## src/hw/rtl/cdq_pkg.sv

```systemverilog
`timescale 1ns / 1ps
// ----------------------------------------------------------------------------
// cdq_pkg: shared types and helpers for the circular deque
// Sizes, action and status codes, controller states and slot index helpers.
// ----------------------------------------------------------------------------
package cdq_pkg;

	localparam int DEPTH      = 64;
	localparam int DATA_WIDTH = 32;
	localparam int IDX_W      = $clog2(DEPTH);
	localparam int CAP_W      = $clog2(DEPTH + 1);
	localparam int ACTION_W   = 2;
	localparam int STATUS_W   = 2;

	typedef logic [IDX_W-1:0]      idx_t;
	typedef logic [CAP_W-1:0]      cap_t;
	typedef logic [DATA_WIDTH-1:0] data_t;

	typedef enum logic [ACTION_W-1:0] {
		ACT_PUSH_BACK  = 2'd0,
		ACT_PUSH_FRONT = 2'd1,
		ACT_POP_FRONT  = 2'd2,
		ACT_POP_BACK   = 2'd3
	} action_e;

	typedef enum logic [STATUS_W-1:0] {
		STS_OK    = 2'd0,
		STS_FULL  = 2'd1,
		STS_EMPTY = 2'd2
	} status_e;

	typedef enum logic [1:0] {
		ST_IDLE,
		ST_EXEC,
		ST_LOAD
	} state_e;

	// Controller to datapath commands
	typedef struct packed {
		logic load_in;  // capture the accepted item
		logic exec;     // update indices, access storage
		logic load_out; // fill the output register
		logic cfg_wr;   // write capacity and empty the queue
	} cmd_t;

	localparam cap_t CAP_RESET = cap_t'(DEPTH);

	// Slot after i, wrapping at the capacity in use
	function automatic idx_t next_slot(idx_t i, cap_t cap);
		cap_t inc;
		inc = cap_t'(i) + cap_t'(1);
		return (inc >= cap) ? '0 : idx_t'(inc);
	endfunction

	// Slot before i, wrapping at the capacity in use
	function automatic idx_t prev_slot(idx_t i, cap_t cap);
		cap_t last;
		last = cap - cap_t'(1);
		return (i == '0) ? idx_t'(last) : i - idx_t'(1);
	endfunction

endpackage

```

## src/hw/rtl/cdq_ctrl.sv

```systemverilog
`timescale 1ns / 1ps
// ----------------------------------------------------------------------------
// cdq_ctrl: sequencing controller for the circular deque
// Accepts one item, runs the execute and output load steps, and owns the
// output valid flag and the configuration handshake.
// ----------------------------------------------------------------------------
module cdq_ctrl (
	input  logic          clk,
	input  logic          arst_n,
	input  logic          in_valid,
	output logic          in_stall,
	output logic          out_valid,
	input  logic          out_stall,
	input  logic          cfg_valid,
	output logic          cfg_ready,
	output cdq_pkg::cmd_t cmd
);
	import cdq_pkg::*;

	state_e state_q, state_d;
	logic   out_valid_q;
	logic   out_free;

	// Output register can take a new result this cycle
	assign out_free = !out_valid_q || !out_stall;

	// Next state
	always_comb begin
		state_d = state_q;
		unique case (state_q)
			ST_IDLE: begin
				if (in_valid) state_d = ST_EXEC;
			end
			ST_EXEC: state_d = ST_LOAD;
			ST_LOAD: begin
				if (out_free) state_d = ST_IDLE;
			end
			default: state_d = ST_IDLE;
		endcase
	end

	// Outputs
	always_comb begin
		cmd       = '0;
		in_stall  = 1'b1;
		cfg_ready = 1'b0;
		unique case (state_q)
			ST_IDLE: begin
				in_stall     = 1'b0;
				cfg_ready    = 1'b1;
				cmd.load_in  = in_valid;
				cmd.cfg_wr   = cfg_valid;
			end
			ST_EXEC: cmd.exec = 1'b1;
			ST_LOAD: cmd.load_out = out_free;
			default: ;
		endcase
	end

	always_ff @(posedge clk or negedge arst_n) begin
		if (!arst_n) begin
			state_q     <= ST_IDLE;
			out_valid_q <= 1'b0;
		end else begin
			state_q <= state_d;
			// transfer drains the register unless a new result lands
			if (cmd.load_out) out_valid_q <= 1'b1;
			else if (!out_stall) out_valid_q <= 1'b0;
		end
	end

	assign out_valid = out_valid_q;

endmodule

```

## src/hw/rtl/cdq_dp.sv

```systemverilog
`timescale 1ns / 1ps
// ----------------------------------------------------------------------------
// cdq_dp: datapath of the circular deque
// Capacity, head/tail indices, free count, the storage memory and the
// output register.
// ----------------------------------------------------------------------------
module cdq_dp (
	input  logic                                clk,
	input  logic                                arst_n,
	input  cdq_pkg::cmd_t                       cmd,
	input  logic [cdq_pkg::ACTION_W-1:0]        action,
	input  logic signed [cdq_pkg::DATA_WIDTH-1:0] value,
	input  logic [cdq_pkg::CAP_W-1:0]           cfg_data,
	output logic signed [cdq_pkg::DATA_WIDTH-1:0] popped_value,
	output logic [cdq_pkg::STATUS_W-1:0]        status,
	output logic [cdq_pkg::CAP_W-1:0]           entries_held
);
	import cdq_pkg::*;

	data_t   mem [DEPTH];

	action_e act_q;
	data_t   data_q;
	cap_t    cap_q;
	idx_t    head_q, tail_q;
	cap_t    free_q;
	data_t   rd_data_q;
	status_e sts_q;
	logic    pop_ok_q;
	data_t   popped_q;
	status_e status_q;
	cap_t    held_q;

	idx_t    head_d, tail_d, wr_addr, rd_addr;
	cap_t    free_d, free_inc, cap_clamp;
	status_e sts_d;
	logic    we, pop_ok;

	// Clamp the written capacity to 1..DEPTH
	always_comb begin
		cap_clamp = cfg_data;
		if (cfg_data == '0) cap_clamp = cap_t'(1);
		else if (cfg_data > CAP_RESET) cap_clamp = CAP_RESET;
	end

	// Action decode and index update
	always_comb begin
		head_d   = head_q;
		tail_d   = tail_q;
		free_d   = free_q;
		free_inc = free_q + cap_t'(1);
		wr_addr  = tail_q;
		rd_addr  = head_q;
		we       = 1'b0;
		pop_ok   = 1'b0;
		sts_d    = STS_OK;
		unique case (act_q)
			ACT_PUSH_BACK: begin
				if (free_q == '0) sts_d = STS_FULL;
				else begin
					tail_d  = next_slot(tail_q, cap_q);
					wr_addr = tail_d;
					we      = 1'b1;
					free_d  = free_q - cap_t'(1);
				end
			end
			ACT_PUSH_FRONT: begin
				if (free_q == '0) sts_d = STS_FULL;
				else begin
					head_d  = prev_slot(head_q, cap_q);
					wr_addr = head_d;
					we      = 1'b1;
					free_d  = free_q - cap_t'(1);
				end
			end
			ACT_POP_FRONT: begin
				if (free_q >= cap_q) sts_d = STS_EMPTY;
				else begin
					rd_addr = head_q;
					head_d  = next_slot(head_q, cap_q);
					pop_ok  = 1'b1;
					free_d  = free_inc;
				end
			end
			ACT_POP_BACK: begin
				if (free_q >= cap_q) sts_d = STS_EMPTY;
				else begin
					rd_addr = tail_q;
					tail_d  = prev_slot(tail_q, cap_q);
					pop_ok  = 1'b1;
					free_d  = free_inc;
				end
			end
			default: ;
		endcase
		// last entry popped: indices back to their start
		if (pop_ok && free_inc >= cap_q) begin
			head_d = '0;
			tail_d = idx_t'(cap_q - cap_t'(1));
			free_d = cap_q;
		end
	end

	// Control state: capacity, indices, free count
	always_ff @(posedge clk or negedge arst_n) begin
		if (!arst_n) begin
			cap_q  <= CAP_RESET;
			head_q <= '0;
			tail_q <= idx_t'(CAP_RESET - cap_t'(1));
			free_q <= CAP_RESET;
		end else if (cmd.cfg_wr) begin
			cap_q  <= cap_clamp;
			head_q <= '0;
			tail_q <= idx_t'(cap_clamp - cap_t'(1));
			free_q <= cap_clamp;
		end else if (cmd.exec) begin
			head_q <= head_d;
			tail_q <= tail_d;
			free_q <= free_d;
		end
	end

	// Item capture
	always_ff @(posedge clk) begin
		if (cmd.load_in) begin
			act_q  <= action_e'(action);
			data_q <= value;
		end
	end

	// Storage: at most one write and one registered read per item
	always_ff @(posedge clk) begin
		if (cmd.exec && we) mem[wr_addr] <= data_q;
		if (cmd.exec) rd_data_q <= mem[rd_addr];
	end

	// Execute results held for the output load
	always_ff @(posedge clk) begin
		if (cmd.exec) begin
			sts_q    <= sts_d;
			pop_ok_q <= pop_ok;
		end
	end

	// Output register
	always_ff @(posedge clk) begin
		if (cmd.load_out) begin
			popped_q <= pop_ok_q ? rd_data_q : '0;
			status_q <= sts_q;
			held_q   <= cap_q - free_q;
		end
	end

	assign popped_value = popped_q;
	assign status       = status_q;
	assign entries_held = held_q;

endmodule

```

## src/hw/rtl/circular_deque_top.sv

```systemverilog
`timescale 1ns / 1ps
// Each item is accepted, then executed with one storage write or read, then its result is loaded
// into the output register; the output load waits while the output register stays stalled,
// and no new item is accepted until that load is done.
// Reset: arst_n clears capacity to 64, empties the queue and drops out_valid;
// storage contents are not cleared and need no clearing pass.
// ----------------------------------------------------------------------------
// circular_deque_top: double-ended queue in a circular store
// Push/pop at either end; one result per item with value, status and fill.
// ----------------------------------------------------------------------------
module circular_deque_top (
	input  logic                                  clk,
	input  logic                                  arst_n,
	input  logic                                  in_valid,
	output logic                                  in_stall,
	input  logic [cdq_pkg::ACTION_W-1:0]          action,
	input  logic signed [cdq_pkg::DATA_WIDTH-1:0] value,
	output logic                                  out_valid,
	input  logic                                  out_stall,
	output logic signed [cdq_pkg::DATA_WIDTH-1:0] popped_value,
	output logic [cdq_pkg::STATUS_W-1:0]          status,
	output logic [cdq_pkg::CAP_W-1:0]             entries_held,
	input  logic                                  cfg_valid,
	output logic                                  cfg_ready,
	input  logic [cdq_pkg::CAP_W-1:0]             cfg_data
);
	import cdq_pkg::*;

	cmd_t cmd;

	// Sequencer
	cdq_ctrl u_ctrl (
		.clk       (clk),
		.arst_n    (arst_n),
		.in_valid  (in_valid),
		.in_stall  (in_stall),
		.out_valid (out_valid),
		.out_stall (out_stall),
		.cfg_valid (cfg_valid),
		.cfg_ready (cfg_ready),
		.cmd       (cmd)
	);

	// Indices, storage and output register
	cdq_dp u_dp (
		.clk          (clk),
		.arst_n       (arst_n),
		.cmd          (cmd),
		.action       (action),
		.value        (value),
		.cfg_data     (cfg_data),
		.popped_value (popped_value),
		.status       (status),
		.entries_held (entries_held)
	);

endmodule
```

## config.mk

```make
export PLATFORM = sky130hd
export DESIGN_NAME = circular_deque_top
export DESIGN_NICKNAME = d
export VERILOG_FILES = /design/src/hw/rtl/cdq_pkg.sv /design/src/hw/rtl/cdq_ctrl.sv /design/src/hw/rtl/cdq_dp.sv /design/src/hw/rtl/circular_deque_top.sv
export SDC_FILE = /design/constraint.sdc
export NUM_CORES = 2
export LEC_CHECK = 0
export BUFFER_PORTS_ARGS = -buffer_cell sky130_fd_sc_hd__buf_2
export CAP_MARGIN = 30
export CELL_PAD_IN_SITES_DETAIL_PLACEMENT = 2
export CELL_PAD_IN_SITES_GLOBAL_PLACEMENT = 2
export CORE_MARGIN = 4
export CORE_UTILIZATION = 51
export CTS_CLUSTER_DIAMETER = 30
export DETAILED_ROUTE_END_ITERATION = 8
export PLACE_DENSITY_LB_ADDON = 0.3
export SYNTH_ARGS = -nofsm -noshare
export SYNTH_HDL_FRONTEND = slang
export SYNTH_SLANG_ARGS = --single-unit
```

## constraint.sdc

```tcl
create_clock -name clk -period 11.7 [get_ports clk]
set_input_delay 1.755 -clock clk [delete_from_list [all_inputs] [get_ports clk]]
set_output_delay 1.755 -clock clk [all_outputs]
set_load 0.03 [all_outputs]
```

==> flow_summary.toml, run 1 <==
[status]
run_status = "did not finish"
lastStage = "4_1_cts"
stop_error = "[ERROR DPL-0033] detailed placement checks failed during check placement."

[clock_tree]
cts_setup_buffers = 0
h-tree-depth = 5
postCtsHoldBufs = 0
cts-root-buf = "clkbuf_16"
clock-sinks = 2187
cts_resized = 0
clk_path_buf_depth = 4
cts_buffers = 481

[placed_design]
gp_congestion = 0.872
port_buffers = 89
hpwlAfterDp_um = 218000
place_area_mm2 = 0.0916

[logic_synthesis]
synth_flop_cell = "edfxtp_1"
ys_ff_latch = 2187
synthAdderAreaFrac = 0.00579
synth-simple-area-share = 0.0708
async_flop_share = 0.0133
avgSynthCellArea_um2 = 15.9
synth.area.mux_share = 0.0737
synth_compound_area_frac = 0.0772
syn-num-nets = 5615
synth_top_family_by_area = "compound AO/OA/AOI/OAI gates"
seq_area_frac_synth = 0.747
synth.distinct_cells = 81
yosys_warnings = 0
synth-edff-count = 2158
synth_area_mm2 = 0.0877
synth-xor-area-share = 0.00330
syn_inst = 5529

[floorplan]
dieHeight_um = 423
start_util = 0.515
fp-row-count = 151
die_x_um = 423
ios = 90
cell families after synthesis:
kind of cell	Yosys count
adders and majority gates	40
xor gates and xnor gates	33
DFF	2187
AOI/OAI and AO/OA	1005
buffers and inverters	395
and+or+nand+nor	1387
muxes	482
per-stage QoR:
stage	cells	worst slack (ns)
global placement	7756	5.63
detailed placement	7769	5.30
floorplan	5529	4.74
synthesized netlist by cell type (12+ instances only):
master / number / share of area
a311oi_1: 22 / 0.0022
a211oi_1: 114 / 0.0098
buf_2: 89 / 0.0051
o21a_1: 16 / 0.0014
clkbuf_1: 186 / 0.0080
o211ai_1: 12 / 0.0010
nor2_1: 64 / 0.0027
o221ai_1: 50 / 0.0050
xnor2_1: 27 / 0.0027
nand2_1: 792 / 0.034
inv_1: 31 / 0.0013
nor3_1: 100 / 0.0057
a2111oi_0: 90 / 0.0090
and2_1: 42 / 0.0030
mux4_2: 127 / 0.033
mux2_2: 15 / 0.0019
a221oi_1: 13 / 0.0013
and3_1: 77 / 0.0055
buf_1: 35 / 0.0015
o21ai_0: 111 / 0.0063
o311ai_0: 20 / 0.0020
or3_1: 17 / 0.0012
or4_1: 23 / 0.0020
nand3_1: 205 / 0.012
mux2i_1: 327 / 0.037
ha_1: 39 / 0.0056
o22ai_1: 169 / 0.012
buf_4: 32 / 0.0027
nand2b_1: 20 / 0.0014
a21oi_1: 239 / 0.014
nor4_1: 16 / 0.0011
buf_6: 13 / 0.0017
edfxtp_1: 2158 / 0.74
a31oi_1: 47 / 0.0034
dfrtp_1: 21 / 0.0060
==> run 2: changes to the inputs <==
Settings changed: CELL_PAD_IN_SITES_DETAIL_PLACEMENT 2 to not set, CELL_PAD_IN_SITES_GLOBAL_PLACEMENT 2 to not set, CORE_UTILIZATION 51 to 40, CTS_CLUSTER_DIAMETER 30 to not set, PLACE_DENSITY_LB_ADDON 0.3 to 0.15.
==> flow_summary.toml, run 2 <==
[power]
p_sw_w = 0.0101
leakagePower_nw = 32.8
pwr-share-seq = 0.356
comb_power_share = 0.380
switching_share = 0.383
intPower_w = 0.0162
peakVddDrop_v = 0.000178
clkPwrFrac = 0.264
powerDensity_mw_per_mm2 = 265

[grt]
grt.overflow.total = 0
grt_max_degree = 128
antenna_found_initial = 17
grt_pass1_wl_um = 396000
grtUsageTotal = 0.244
grt_pass1_vias = 50400

[layout]
syn_to_final_growth_pct = 13.3
drive_above_1_share = 0.148
layout_commonest_cell = "edfxtp_1"
regMostFlops = "u_dp.mem"
finalNetCount = 5784
fin_area_mm2 = 0.0994
final_cell_mix = "edfxtp_1, nand2_1, mux2i_1, a21oi_1, clkbuf_16"
seq_area_mm2 = 0.0655
nFillCells = 18800
largest_reg_flops = 2048
multiInputGateArea_mm2 = 0.0208
layout.cells.non_filler = 8749

[floorplan]
dieHeight_um = 476
ios = 90
fp-row-count = 171
dieArea_mm2 = 0.227
core_mm2 = 0.218
start_util = 0.403
die_x_um = 476

[min_path]
min_to = "u_dp.status[1]$_DFFE_PP_"
min_path_type = "register to register"
hp-start = "u_dp.sts_q[1]$_SDFFCE_PP0P_"
hold_depth = 0

[clock_tree]
cts_setup_buffers = 0
clk_path_buf_depth = 3
clkTransAtPathRegs_ns = 0.06
clock_latency_ns = 0.89
cts_tree = "done"
cts-root-buf = "clkbuf_16"
cts_buffers = 223
clock-sinks = 2187
postCtsHoldBufs = 0
cts_resized = 0
h-tree-depth = 4

[sta]
slew_violations = 0
finalSetupViolCount = 0
setup-tns-final_ns = 0
finalCritPeriodShare = 0.520
rsz0062_at_grt = "false"
hold_ws_ns = 0.419
relSlewSlack = 0.291
hold_viol_final = 0
max_freq_ghz = 0.164
period_minus_slack_ns = 6.08
tightest_slew_ns = 1.04
skew_ns = 0.0614

[logic_synthesis]
yosys_warnings = 0
synth_commonest_cells = "edfxtp_1, nand2_1, mux2i_1"
yosysTopAreaCell = "edfxtp_1"
syn_inst = 5529
synth_top_area_frac = 0.739
synth-edff-count = 2158
seq_area_frac_synth = 0.747
synth.distinct_cells = 81
async_flop_share = 0.0133
synth_area_mm2 = 0.0877
yosysMostFrequentCell = "edfxtp_1"
avgSynthCellArea_um2 = 15.9
syn-num-nets = 5615
synthTopCellsByArea = "edfxtp_1, mux2i_1, nand2_1, mux4_2, a21oi_1"
synth_flop_cell = "edfxtp_1"
ys_ff_latch = 2187

[setup_path]
cp_max_fo = 52
timing.rr.start = "u_dp.free_q[6]$_DFFE_PN1P_"
startpoint_type = "register"
critPathRequiredTime_ns = 12.29
reg2reg_to = "u_dp.rd_data_q[0]$_DFFE_PP_"
r2r_cells = 15
critPathArrivalTime_ns = 6.67
path_class = "register to register"
rrSetupSlack_ns = 5.62
critPathCaptureType = "register"

[placed_design]
place_area_mm2 = 0.0923
gp_congestion = 0.847
hpwlAfterDp_um = 153000
place_inst = 8326
port_buffers = 89

[detailed_routing]
first_pass_iters = 6
drtIter0Drc = 6934
ant_nets = 0
vias = 52600
drcViolationCount = 0
wirelength_um = 284000
avgViaCountPerCell = 6.02
wire_per_inst_um = 32.4

[flow_run]
max-cap-violations = 0

[status]
run_status = "finished clean"
## run 2: cell counts after synthesis
No cell type changed its count.
## run 2: area by class of cell
| cell class | instances | area share |
|---|---|---|
| Sequential cell | 2187 | 0.659 |
| Multi-Input combinational cell | 2947 | 0.210 |
| Clock buffer | 261 | 0.0576 |
| Tap cell | 2854 | 0.0359 |
| Timing Repair Buffer | 307 | 0.0229 |
| Clock inverter | 152 | 0.0131 |
| Inverter | 32 | 0.00121 |
| Antenna cell | 9 | 0.000227 |
## run 2: critical path: stages, from the launching register on
cell	delay, ns
dfstp_2	0.54
inv_1	0.09
ha_1	0.35
and4_4	0.27
a21boi_4	0.35
o21ai_2	0.13
buf_4	0.22
nor2_4	0.47
buf_4	0.62
buf_4	0.79
mux4_2	0.61
a2111oi_1	0.41
buf_4	0.20
o31ai_1	0.10
buf_4	0.22
or3_1	0.35
## run 2: power groups by stage
stage / registers (W) / logic [W] / clock network (W)
after global placement: 0.00953 / 0.00984 / 0
after detailed placement: 0.00953 / 0.00996 / 0
after floorplan: 0.00956 / 0.00630 / 0
final: 0.00937 / 0.00999 / 0.00694
after CTS: 0.00937 / 0.00998 / 0.00706
after global routing: 0.00939 / 0.0106 / 0.00740
## run 2: per-stage QoR
stage | total power (W) | setup slack (ns) | util
floorplan | 0.0159 | 4.74 | -
global placement | 0.0194 | 4.73 | 0.423
detailed placement | 0.0195 | 5.61 | 0.424
CTS | 0.0264 | 5.61 | 0.457
global route | 0.0274 | 5.33 | 0.457
finish | 0.0263 | 5.62 | 0.457
## run 2: cells by family (layout without fill, tap and decap cells)
logic type                 after synthesis  in the layout  synth area share
muxes                                  482            482            0.0737
buffers and inverters                  395            752            0.0218
and+or+nand+nor                       1387           1387            0.0708
DFF                                   2187           2187             0.747
adders and majority gates               40             40           0.00579
AOI/OAI and AO/OA                     1005           1005            0.0772
xor gates and xnor gates                33             33           0.00330
other                                    0              9                 0
## run 2: worst max-delay path by stage
stage	startpoint	endpoint	slack, ns	depth (start not counted)
detailed placement	u_dp.free_q[6]$_DFFE_PN1P_	u_dp.rd_data_q[27]$_DFFE_PP_	5.61	14
global route	u_dp.free_q[3]$_DFFE_PN0P_	u_dp.rd_data_q[14]$_DFFE_PP_	5.33	13
CTS	u_dp.free_q[6]$_DFFE_PN1P_	u_dp.rd_data_q[27]$_DFFE_PP_	5.61	14
floorplan	u_dp.tail_q[0]$_DFFE_PN1P_	u_dp.mem[44][0]$_DFFE_PP_	4.74	14
finish	u_dp.free_q[6]$_DFFE_PN1P_	u_dp.rd_data_q[0]$_DFFE_PP_	5.62	15
global placement	u_dp.free_q[6]$_DFFE_PN1P_	u_dp.rd_data_q[2]$_DFFE_PP_	4.73	14
## run 2: routing by layer
metal | vias up | GRT usage | part of all wire
met5 | - | 0 | 0.000046
met4 | 2 | 0.0820 | 0.035
met3 | 436 | 0.0377 | 0.076
met2 | 2324 | 0.383 | 0.46
met1 | 27700 | 0.349 | 0.43
li1 | 22200 | - | -
No activity file was read; power rests on OpenSTA's default activity.
